## src/design/lpbg_pkg.sv

```systemverilog
package lpbg_pkg;

  // Field widths.
  localparam int PtW      = 18;
  localparam int PixW     = 20;
  localparam int ClsW     = 4;
  localparam int BoxW     = 12;
  localparam int CfgIdxW  = 3;
  localparam int CfgDataW = 12;
  localparam int InDataW  = 56;
  localparam int OutDataW = 104;
  localparam int OutUsedW = 3 * PtW + 2 * PixW + ClsW;

  // Datapath widths. The homogeneous sums stay below 2**43 in magnitude,
  // so the scaled numerator fits 48 bits and the depth below 2**34.
  localparam int CoefW     = 28;
  localparam int ProdW     = CoefW + PtW;
  localparam int HW        = 46;
  localparam int MagW      = 44;
  localparam int DvdW      = 48;
  localparam int DivW      = 34;
  localparam int QW        = 50;
  localparam int NumTerms  = 12;
  localparam int DivCycles = DvdW / 2;
  localparam int CntW      = 5;

  // Register indexes of the configuration port.
  localparam logic [CfgIdxW-1:0] RegBoxLeft   = 3'd0;
  localparam logic [CfgIdxW-1:0] RegBoxTop    = 3'd1;
  localparam logic [CfgIdxW-1:0] RegBoxWidth  = 3'd2;
  localparam logic [CfgIdxW-1:0] RegBoxHeight = 3'd3;
  localparam logic [CfgIdxW-1:0] RegSignClass = 3'd4;
  localparam logic [CfgIdxW-1:0] RegBoxValid  = 3'd5;

  localparam logic [ClsW-1:0] ClassUnknown = 4'hF;

  // Homogeneous coordinate: 1.0 in Q10.
  localparam logic signed [PtW-1:0] HomOne = 18'sd1024;

  // Pixel offsets in 1/16 pixel and the output saturation limits.
  localparam logic signed [QW-1:0] OfsU   = 50'sd480;
  localparam logic signed [QW-1:0] OfsV   = 50'sd160;
  localparam logic signed [QW-1:0] PixMax = 50'sd524287;
  localparam logic signed [QW-1:0] PixMin = -50'sd524288;

  // Intrinsics in Q16 and extrinsics in units of 1/10000.
  localparam longint CamK [3][3] = '{
    '{39323013, 0, 21525105},
    '{0, 39371133, 15478793},
    '{0, 0, 65536}
  };
  localparam longint CamE [3][4] = '{
    '{572, -9980, 270, 271},
    '{1006, -211, -9947, -2647},
    '{9933, 596, 992, -1308}
  };

  // One entry of the projection matrix in Q16, rounded half away from zero.
  function automatic longint proj_entry(int r, int c);
    longint s;
    s = 0;
    for (int k = 0; k < 3; k++) begin
      s += CamK[r][k] * CamE[k][c];
    end
    if (s >= 0) begin
      return (s + 5000) / 10000;
    end
    return -((-s + 5000) / 10000);
  endfunction

  // Projection matrix, row by row, four columns per row.
  localparam logic signed [CoefW-1:0] ProjCoef [NumTerms] = '{
    CoefW'(proj_entry(0, 0)), CoefW'(proj_entry(0, 1)),
    CoefW'(proj_entry(0, 2)), CoefW'(proj_entry(0, 3)),
    CoefW'(proj_entry(1, 0)), CoefW'(proj_entry(1, 1)),
    CoefW'(proj_entry(1, 2)), CoefW'(proj_entry(1, 3)),
    CoefW'(proj_entry(2, 0)), CoefW'(proj_entry(2, 1)),
    CoefW'(proj_entry(2, 2)), CoefW'(proj_entry(2, 3))
  };

endpackage

```

## src/design/lidar_point_bbox_projection_gate.sv

```systemverilog
// Lidar point to camera box gate.
//
// Input stream (s_axis_*): one lidar point per request, x, y and z in Q10 meters;
// tlast marks the final point of a frame. Output stream (m_axis_*): at most one
// request per frame, carrying the first point whose projection lies inside the
// configured box, its pixel position in 1/16 pixel and the configured class.
// Configuration (cfg_*): register index and data, always ready; the user must see
// that they are written while the block is idle, as the block does not enforce it.
//
// Each point is projected with one shared 28x18 multiplier (twelve products,
// one per cycle) and then divided by depth twice with one shared radix-4
// restoring divider. The block takes no new point until the current one is
// finished, whether it is projected or skipped (no box set, or the frame
// already has a hit); a skipped point goes straight to the final state.
// The result register parts the two sides: a waiting result does not block the
// next point; only a second hit stalls in its final cycle until the first
// result is taken. Reset clears the registers to their defaults, the found
// flag and the output valid.
module lidar_point_bbox_projection_gate
  import lpbg_pkg::*;
(
  input  logic                  clk_i,
  input  logic                  rst_ni,
  // Input stream. tdata: point_x, point_y, point_z, zero fill.
  input  logic                  s_axis_tvalid,
  output logic                  s_axis_tready,
  input  logic [InDataW-1:0]    s_axis_tdata,
  input  logic                  s_axis_tlast,
  // Output stream. tdata: hit_x, hit_y, hit_z, pixel_u, pixel_v, class_out,
  // zero fill.
  output logic                  m_axis_tvalid,
  input  logic                  m_axis_tready,
  output logic [OutDataW-1:0]   m_axis_tdata,
  // Configuration write channel.
  input  logic                  cfg_valid_i,
  output logic                  cfg_ready_o,
  input  logic [CfgIdxW-1:0]    cfg_index_i,
  input  logic [CfgDataW-1:0]   cfg_wdata_i
);

  typedef enum logic [2:0] {
    StIdle,
    StMul,
    StSetup,
    StLoad,
    StDiv,
    StFix,
    StChk,
    StDone
  } state_e;

  state_e                state_q;
  logic [CntW-1:0]       cnt_q;
  logic                  axis_q;
  logic                  found_q;
  logic                  m_valid_q;

  logic [BoxW-1:0]       box_left_q, box_top_q, box_width_q, box_height_q;
  logic [ClsW-1:0]       sign_class_q;
  logic                  box_valid_q;

  // Datapath registers.
  logic signed [PtW-1:0]   x_q, y_q, z_q;
  logic                    last_q;
  logic signed [ProdW-1:0] prod_q;
  logic [1:0]              prod_row_q;
  logic signed [HW-1:0]    h_q [3];
  logic [DivW-1:0]         d_q;
  logic                    h2_neg_q;
  logic                    n_neg_q;
  logic [DvdW-1:0]         dvd_q;
  logic [DivW-1:0]         rem_q;
  logic signed [QW-1:0]    q_q;
  logic                    r_zero_q;
  logic                    in_u_q;
  logic                    hit_q;
  logic [PixW-1:0]         pix_u_q, pix_v_q;
  logic [OutUsedW-1:0]     out_q;

  logic in_acc;
  logic done_go;

  assign s_axis_tready = (state_q == StIdle);
  assign in_acc        = s_axis_tvalid && s_axis_tready;
  assign cfg_ready_o   = 1'b1;
  assign done_go       = (state_q == StDone) && (!hit_q || !m_valid_q || m_axis_tready);

  assign m_axis_tvalid = m_valid_q;
  assign m_axis_tdata  = {{(OutDataW - OutUsedW){1'b0}}, out_q};

  // Multiplier operands: coefficient from the table, point column by counter.
  logic signed [CoefW-1:0] coef_sel;
  logic signed [PtW-1:0]   opnd_sel;
  logic signed [ProdW-1:0] prod_d;

  always_comb begin
    coef_sel = (cnt_q < CntW'(NumTerms)) ? ProjCoef[cnt_q[3:0]] : '0;
    unique case (cnt_q[1:0])
      2'd0:    opnd_sel = x_q;
      2'd1:    opnd_sel = y_q;
      2'd2:    opnd_sel = z_q;
      default: opnd_sel = HomOne;
    endcase
    prod_d = coef_sel * opnd_sel;
  end

  // Numerator for the current axis, sign folded with the sign of the depth.
  logic signed [HW-1:0] num_sel;
  logic signed [HW-1:0] num_mag;
  logic signed [HW-1:0] h2_abs;

  always_comb begin
    num_sel = axis_q ? h_q[1] : h_q[0];
    num_mag = num_sel[HW-1] ? -num_sel : num_sel;
    h2_abs  = h_q[2][HW-1] ? -h_q[2] : h_q[2];
  end

  // Two restoring division steps per cycle.
  logic [DivW:0]   rem_a, rem_b;
  logic [DivW-1:0] rem_1, rem_2;
  logic            qb_1, qb_2;

  always_comb begin
    rem_a = {rem_q, dvd_q[DvdW-1]};
    if (rem_a >= {1'b0, d_q}) begin
      rem_1 = DivW'(rem_a - {1'b0, d_q});
      qb_1  = 1'b1;
    end else begin
      rem_1 = rem_a[DivW-1:0];
      qb_1  = 1'b0;
    end
    rem_b = {rem_1, dvd_q[DvdW-2]};
    if (rem_b >= {1'b0, d_q}) begin
      rem_2 = DivW'(rem_b - {1'b0, d_q});
      qb_2  = 1'b1;
    end else begin
      rem_2 = rem_b[DivW-1:0];
      qb_2  = 1'b0;
    end
  end

  // Floor correction of the finished quotient; the pixel offset is taken off when it is registered.
  logic [QW-1:0]        q_mag;
  logic signed [QW-1:0] q_floor;
  logic                 r_zero;

  always_comb begin
    r_zero = (rem_q == '0);
    q_mag  = QW'(dvd_q);
    if (!n_neg_q) begin
      q_floor = signed'(q_mag);
    end else if (r_zero) begin
      q_floor = -signed'(q_mag);
    end else begin
      q_floor = signed'(~q_mag);
    end
  end

  // Box span test and saturation on the corrected quotient.
  logic [BoxW-1:0]       span_lo_px, span_len_px;
  logic signed [QW-1:0]  span_lo, span_hi;
  logic                  in_span;
  logic [PixW-1:0]       pix_sat;

  always_comb begin
    span_lo_px  = axis_q ? box_top_q : box_left_q;
    span_len_px = axis_q ? box_height_q : box_width_q;
    span_lo     = signed'(QW'({span_lo_px, 4'b0000}));
    span_hi     = signed'(QW'({({1'b0, span_lo_px} + {1'b0, span_len_px}), 4'b0000}));
    in_span     = (q_q >= span_lo) && ((q_q < span_hi) || ((q_q == span_hi) && r_zero_q));
    if (q_q > PixMax) begin
      pix_sat = PixMax[PixW-1:0];
    end else if (q_q < PixMin) begin
      pix_sat = PixMin[PixW-1:0];
    end else begin
      pix_sat = q_q[PixW-1:0];
    end
  end

  // Sequencer, configuration registers and output valid.
  always_ff @(posedge clk_i or negedge rst_ni) begin
    if (!rst_ni) begin
      state_q      <= StIdle;
      cnt_q        <= '0;
      axis_q       <= 1'b0;
      found_q      <= 1'b0;
      m_valid_q    <= 1'b0;
      box_left_q   <= '0;
      box_top_q    <= '0;
      box_width_q  <= '0;
      box_height_q <= '0;
      sign_class_q <= ClassUnknown;
      box_valid_q  <= 1'b0;
    end else begin
      if (cfg_valid_i && cfg_ready_o) begin
        unique case (cfg_index_i)
          RegBoxLeft:   box_left_q   <= cfg_wdata_i;
          RegBoxTop:    box_top_q    <= cfg_wdata_i;
          RegBoxWidth:  box_width_q  <= cfg_wdata_i;
          RegBoxHeight: box_height_q <= cfg_wdata_i;
          RegSignClass: sign_class_q <= cfg_wdata_i[ClsW-1:0];
          RegBoxValid:  box_valid_q  <= cfg_wdata_i[0];
          default: ;
        endcase
      end

      // A finished hit sets the output valid; a taken request clears it.
      if (done_go && hit_q) begin
        m_valid_q <= 1'b1;
      end else if (m_valid_q && m_axis_tready) begin
        m_valid_q <= 1'b0;
      end

      unique case (state_q)
        StIdle: begin
          if (in_acc) begin
            cnt_q <= '0;
            if (box_valid_q && !found_q) begin
              state_q <= StMul;
            end else begin
              state_q <= StDone;
            end
          end
        end
        StMul: begin
          if (cnt_q == CntW'(NumTerms)) begin
            cnt_q   <= '0;
            state_q <= StSetup;
          end else begin
            cnt_q <= cnt_q + 1'b1;
          end
        end
        StSetup: begin
          axis_q  <= 1'b0;
          state_q <= (h_q[2] == '0) ? StDone : StLoad;
        end
        StLoad: begin
          cnt_q   <= '0;
          state_q <= StDiv;
        end
        StDiv: begin
          if (cnt_q == CntW'(DivCycles - 1)) begin
            state_q <= StFix;
          end else begin
            cnt_q <= cnt_q + 1'b1;
          end
        end
        StFix: begin
          state_q <= StChk;
        end
        StChk: begin
          if (!axis_q) begin
            axis_q  <= 1'b1;
            state_q <= StLoad;
          end else begin
            state_q <= StDone;
          end
        end
        StDone: begin
          if (done_go) begin
            found_q <= (found_q || hit_q) && !last_q;
            state_q <= StIdle;
          end
        end
        default: state_q <= StIdle;
      endcase
    end
  end

  // Datapath registers, no reset needed.
  always_ff @(posedge clk_i) begin
    if (in_acc) begin
      x_q    <= s_axis_tdata[PtW-1:0];
      y_q    <= s_axis_tdata[2*PtW-1:PtW];
      z_q    <= s_axis_tdata[3*PtW-1:2*PtW];
      last_q <= s_axis_tlast;
      hit_q  <= 1'b0;
      for (int i = 0; i < 3; i++) begin
        h_q[i] <= '0;
      end
    end

    // Multiply one term per cycle, accumulate it into its row the cycle after.
    if (state_q == StMul) begin
      prod_q     <= prod_d;
      prod_row_q <= cnt_q[3:2];
      if (cnt_q != '0) begin
        h_q[prod_row_q] <= h_q[prod_row_q] + prod_q;
      end
    end

    if (state_q == StSetup) begin
      d_q      <= h2_abs[DivW-1:0];
      h2_neg_q <= h_q[2][HW-1];
    end

    // Scale the numerator by 16 and start a division.
    if (state_q == StLoad) begin
      n_neg_q <= num_sel[HW-1] ^ h2_neg_q;
      dvd_q   <= {num_mag[MagW-1:0], 4'b0000};
      rem_q   <= '0;
    end

    if (state_q == StDiv) begin
      dvd_q <= {dvd_q[DvdW-3:0], qb_1, qb_2};
      rem_q <= rem_2;
    end

    if (state_q == StFix) begin
      q_q      <= q_floor - (axis_q ? OfsV : OfsU);
      r_zero_q <= r_zero;
    end

    if (state_q == StChk) begin
      if (!axis_q) begin
        in_u_q  <= in_span;
        pix_u_q <= pix_sat;
      end else begin
        hit_q   <= in_u_q && in_span;
        pix_v_q <= pix_sat;
      end
    end

    if (done_go && hit_q) begin
      out_q <= {sign_class_q, pix_v_q, pix_u_q, z_q, y_q, x_q};
    end
  end

endmodule

```

## config.mk

```make
export PLATFORM = sky130hd
export DESIGN_NAME = lidar_point_bbox_projection_gate
export DESIGN_NICKNAME = d
export VERILOG_FILES = /design/src/design/lpbg_pkg.sv /design/src/design/lidar_point_bbox_projection_gate.sv
export SDC_FILE = /design/constraint.sdc
export NUM_CORES = 2
export LEC_CHECK = 0
export BUFFER_PORTS_ARGS = -buffer_cell sky130_fd_sc_hd__clkbuf_2
export CAP_MARGIN = 25
export CORE_MARGIN = 5
export CORE_UTILIZATION = 60
export DETAILED_ROUTE_END_ITERATION = 12
export GPL_ROUTABILITY_DRIVEN = 0
export GPL_TIMING_DRIVEN = 0
export PLACE_DENSITY = 0.84
export SYNTH_ARGS = -nofsm -noshare
export SYNTH_HDL_FRONTEND = slang
export SYNTH_SLANG_ARGS = --single-unit
```

## constraint.sdc

```tcl
create_clock -name clk_i -period 24.7 [get_ports clk_i]
set_input_delay 0 -clock clk_i [delete_from_list [all_inputs] [get_ports clk_i]]
set_output_delay 0 -clock clk_i [all_outputs]
set_load 0.02 [all_outputs]
```

Word-level counts from Yosys, hierarchy flattened
Memories as Yosys holds them, arrays and structs flattened. A register that Yosys moved wholly into a read port is not among the register bits.
Index checks and enable logic that the tools add are counted.
- bits of input ports: 77
- bits in writable memories: 138
- register bits: 476
- logic and storage cells: 163
- ROM bits: 448
- memories kept: 2
- memories (name ; depth ; width ; read ports ; clocked after Yosys merged registers in ; wr ports ; line ; source):
    (name not given) ; 16 ; 28 ; 1 ; 0 ; 0 ; lidar_point_bbox_projection_gate.sv:97 ; coef_sel = (cnt_q < CntW'(NumTerms)) ? ProjCoef[cnt_q[3:0]] : '0;
    h_q ; 3 ; 46 ; 4 ; 1 ; 3 ; lidar_point_bbox_projection_gate.sv:67 ; logic signed [HW-1:0] h_q [3];
- magnitude comparators: 8
- $add $sub $neg: 9
- eq/ne operators: 22
- bitwise operators: 4
- multiply operators: 1
- reduce and logical (&&, ||, !) cells: 39
- mux-type cells: 49
- operators with widths (operator ; count):
    34-bit 2-to-1 mux ; 5
    50-bit 2-to-1 mux ; 2
    48-bit 2-to-1 mux ; 2
    46-bit 2-to-1 mux ; 2
    28-bit 2-to-1 mux ; 3
    35-bit by 34-bit greater-or-equal comparator with 1-bit output ; 2
    34-bit subtractor ; 2
    18-bit case mux with 3 select lines ; 1
    50-bit by 18-bit == test with 1-bit output ; 1
    50-bit by 17-bit greater-or-equal comparator with 1-bit output ; 1
    50-bit by 20-bit > comparator with 1-bit output (second input constant) ; 1
    50-bit by 18-bit < comparator with 1-bit output ; 1
    50-bit by 20-bit < comparator with 1-bit output (second input constant) ; 1
    48-bit negation with 50-bit output ; 1
    48-bit NOT with 50-bit output ; 1
    50-bit by 10-bit subtractor with 50-bit output ; 1
    46-bit adder ; 1
    46-bit zero test ; 1
    28-bit by 18-bit multiplier with 46-bit output ; 1
    46-bit OR reduction ; 1
    44-bit 2-to-1 mux ; 1
    44-bit negation ; 1
    20-bit 2-to-1 mux ; 2
    34-bit zero test ; 1
    other kinds (37) ; 96

Depth between registers and ports, before layout
- depth after elaboration: 9
- gate-level depth with buffers: 34

Worst setup path after synthesis
No wires, ideal clock.
- kind: register to register
- from: register cnt_q[0]
- to: register prod_q[44] (data pin)
- cell stages (with the launch flop): 31
- period minus slack after synthesis: 8392 ps
- arrival: 8127 ps
- setup slack: 16308 ps
- cells stage by stage: dfrtp_1 -> clkbuf_1 -> inv_1 -> ha_1 -> clkbuf_1 -> buf_1 -> nand2_1 -> a31oi_1 -> clkbuf_1 -> nand2_1 -> fa_1 -> fa_1 -> fa_1 -> inv_1 -> fa_1 -> fa_1 -> inv_1 -> fa_1 -> inv_1 -> ha_1 -> clkbuf_1 -> nand2_1 -> or3b_2 -> a31oi_1 -> o311ai_0 -> a21oi_1 -> nor2_1 -> a211o_1 -> a211o_1 -> o211ai_1 -> xor2_1
- word-level cells in the longest chain between the ends: 6
- elaborated cells between the ends (all ways): 11
- RTL lines (item ; line ; source):
    start, declared ; lidar_point_bbox_projection_gate.sv:53 ; logic [CntW-1:0] cnt_q;
    start signal, assigned ; lidar_point_bbox_projection_gate.sv:230 ; cnt_q <= cnt_q + 1'b1;
    start signal, assigned ; lidar_point_bbox_projection_gate.sv:245 ; cnt_q <= cnt_q + 1'b1;
    4-bit NOT with 5-bit output (not written as such) ; lidar_point_bbox_projection_gate.sv:97 ;
    memory read 16 x 28 bit ; - ;
    28-bit 2-to-1 mux (not written as such) (2 in a row) ; lidar_point_bbox_projection_gate.sv:97 ;
    28-bit 2-to-1 mux ; lidar_point_bbox_projection_gate.sv:97 ;
    28-bit by 18-bit multiplier with 46-bit output (*) ; lidar_point_bbox_projection_gate.sv:104 ; prod_d = coef_sel * opnd_sel;
    via prod_d[44] ; lidar_point_bbox_projection_gate.sv:94 ; logic signed [ProdW-1:0] prod_d;
    end signal, assigned ; lidar_point_bbox_projection_gate.sv:285 ; prod_q <= prod_d;
    end, declared ; lidar_point_bbox_projection_gate.sv:65 ; logic signed [ProdW-1:0] prod_q;
Mark *: on every way through the listed nets, which the timed path passes. The rest lies on a longest branch. The select of a mux whose other input is x is not followed.
A chain may end at the register's enable or synchronous reset.

Worst setup path after layout
Ends and elaborated chain as after synthesis.

==> run metrics <==
post-CTS sizing 0; Reg2Reg Depth 29; Synth area leaders edfxtp_1 33%, fa_1 18%, ha_1 6.3%, inv_1 5.0%, nand2_1 4.1%; part of the cycle the worst path needs between 40 and 50%; Post-CTS Setup Repair Bufs 0; CP max stage delay ~0.87 ns; initial antenna violation count 0; Detailed Route WL approximately 160000 um; Post-synth EDFFs approximately 600; Layout area overhead 10.81%; min Tclk post-route about 12 ns; die width about 310 um; Fmax around 0.084 GHz; Sink Count 662; Tightest Pin Transition between 1 and 1.5 ns; vias per cell between 6 and 7; CP max stage cell a31oi_1; WHS Path Cells 2; HPWL Detailed between 100000 and 150000 um; Worst-Skew Late Latency between 0.6 and 0.7 ns; Netlist cell types 92; Post-synth ARST share roughly a tenth; TritonCTS clock tree built; Slew Limit Headroom around 7.1%; CP Max Fanout 10; unrepaired setup endpoints after global routing no; Worst Skew ~0.055 ns; Seq/Total Area, Yosys around 36%; count leader, synth inv_1; gr ovfl total 0; Synth area leader edfxtp_1; Most common cell on crit path fa_1; vias in the first global route ~45000; Hold Buf Count CTS 79; cell area after synthesis between 50000 and 60000 sq um; outcome finished clean; synth cell count leaders 733 x inv_1, 601 x nand2_1, 595 x edfxtp_1; row count about 110; Core Footprint 91250 sq um; DIE HEIGHT between 300 and 400 um; clk slew on worst S/H paths ~0.070 ns; largest net degree at the start of global routing 62; drt wl/cell approximately 23 um; largest buffer count on any clock path 3; final max-slew violation count 0; crit path DAT around 12 ns; drt pass-1 iters 9; PortBufs 174; H-tree levels 3; layout cell share with drive strength beyond 1 under 10%; Post-DRT Antenna Nets 0; MaxCap Viol Count 0; global-route usage over all layers 32.52%; die area 97600 sq um; Worst setup EP type flip-flop; CTS root buf clkbuf_16; Detailed Route Iter0 Violations 5765; worst hold path class in -> reg; via count 44630; final hold vios 0; first-pass GRT wire length 249600 um; critical path type reg -> reg; clock buffer count from CTS 69; Layout Nets approximately 6600; Yosys top cell area share between 30% and 40%; synthesized area per cell 10.08 sq um; predominant post-synthesis flop cell edfxtp_1; design area about 60000 sq um; post-synthesis cell count between 5000 and 6000; final setup fails 0; drc violations 0; #FFs+latches synth ~660; synth warn 0; placed cell areas 57690 sq um; post-route setup TNS 0 ns; Starting Density around 60%; # IOs ~180; CP startpoint kind flip-flop; Worst Path Required ~25 ns
-- critical path: cells and delay by family, from the launching register on --
| family | cells | cell delay [ns] |
|---|---|---|
| AO/OA/AOI/OAI | 6 | 2.54 |
| XOR/XNOR | 1 | 0.23 |
| adder cells (fa/ha/maj) | 8 | 4.01 |
| buffers and inverters | 8 | 2.78 |
| flip-flops | 1 | 0.44 |
| AND/OR/NAND/NOR | 6 | 1.64 |
-- metal layers --
metal	up-vias	part of all wire [%]	wire, um	GRT usage [%]
li1	19250	-	-	-
met4	2	7.7	12390	18.65
met2	3250	46	74770	53.43
met1	21210	33	53540	38.03
met5	-	0.021	34	0.1976
met3	921	13	20620	10.05
-- logic make-up after synthesis --
kind of cell | synth area share [%]
buf+inv | 6.795
xor+xnor | 4.661
fa+ha+maj | 23.94
simple gates | 14.03
other cells | 0.01369
mux | 4.597
flops | 35.60
compound gates | 10.37
-- per-stage QoR --
step / setup slack, ns / hold WS (ns) / util (%) / cells
2_1_floorplan: 16.31 / -0.2956 / - / 5447
3_3_place_gp: 13.39 / 0.1772 / 62.73 / 6807
3_5_place_dp: 13.66 / -0.1623 / 63.22 / 6832
4_1_cts: 13.62 / 0.03040 / 66.59 / 7034
5_1_grt: 12.73 / 0.04537 / 66.63 / 7038
6_report: 12.85 / 0.05309 / 66.63 / 7039
-- placed cells by master, fill, tap and decap left out, types with 28 or more instances in the layout --
cell           instances
nand3_1               92
fa_1                 483
a31oi_1               37
xnor2_1              180
o31ai_1               35
edfxtp_1             595
clkbuf_1             221
nor4_1                33
nor2_1               527
or3_1                 30
clkbuf_16             69
ha_1                 277
nand2b_1              41
xor2_1               112
or2_2                 35
clkbuf_2             174
mux4_2                46
nor3_1               106
a21o_1                77
nor2b_1               30
inv_1                732
a21oi_1              238
mux2_2                76
o21ai_0              199
o21a_1                47
dfrtp_1               60
nand4_1               47
mux2i_1               63
nand2_1              598
o21bai_1              28
dlygate4sd3_1         79
-- area by class of cell --
type	instances	area (sq um)
diodes	1	2.502
plain buffers	243	973.4
clock buffers	85	1807
clock inverters	38	476.7
fillers	6431	30450
inverters	734	2755
multi-input cells	3808	31710
flip-flops and latches	662	19530
well taps	1186	1484
repair buffers	282	2056
-- path summary, 6_finish.rpt --
check	start	endpoint	slack (ns)
max	cnt_q[0]$_DFFE_PN0P_	prod_q[44]$_DFFE_PP_	12.85
min	s_axis_tdata[26]	y_q[8]$_DFFE_PP_	0.05
max reg2reg	cnt_q[0]$_DFFE_PN0P_	prod_q[44]$_DFFE_PP_	12.85
min reg2reg	pix_v_q[2]$_DFFE_PP_	out_q[76]$_DFFE_PP_	0.39
max in group asynchronous	rst_ni	sign_class_q[1]$_DFFE_PN1P_	23.73
min in group asynchronous	rst_ni	box_top_q[7]$_DFFE_PN0P_	0.29
-- registers in the layout (all words and copies together) (netlist names), 12 cells and up, named ones only --
name          count
y_q              18
box_left_q       12
prod_q           46
d_q              34
z_q              18
box_height_q     12
box_top_q        12
pix_v_q          20
pix_u_q          20
out_q            98
h_q             184
box_width_q      12
dvd_q            48
x_q              18
rem_q            34
q_q              50
Power is left out: the tool's default activity adds up to more than one toggle a clock period on the data nets, which glitch-free logic cannot reach.
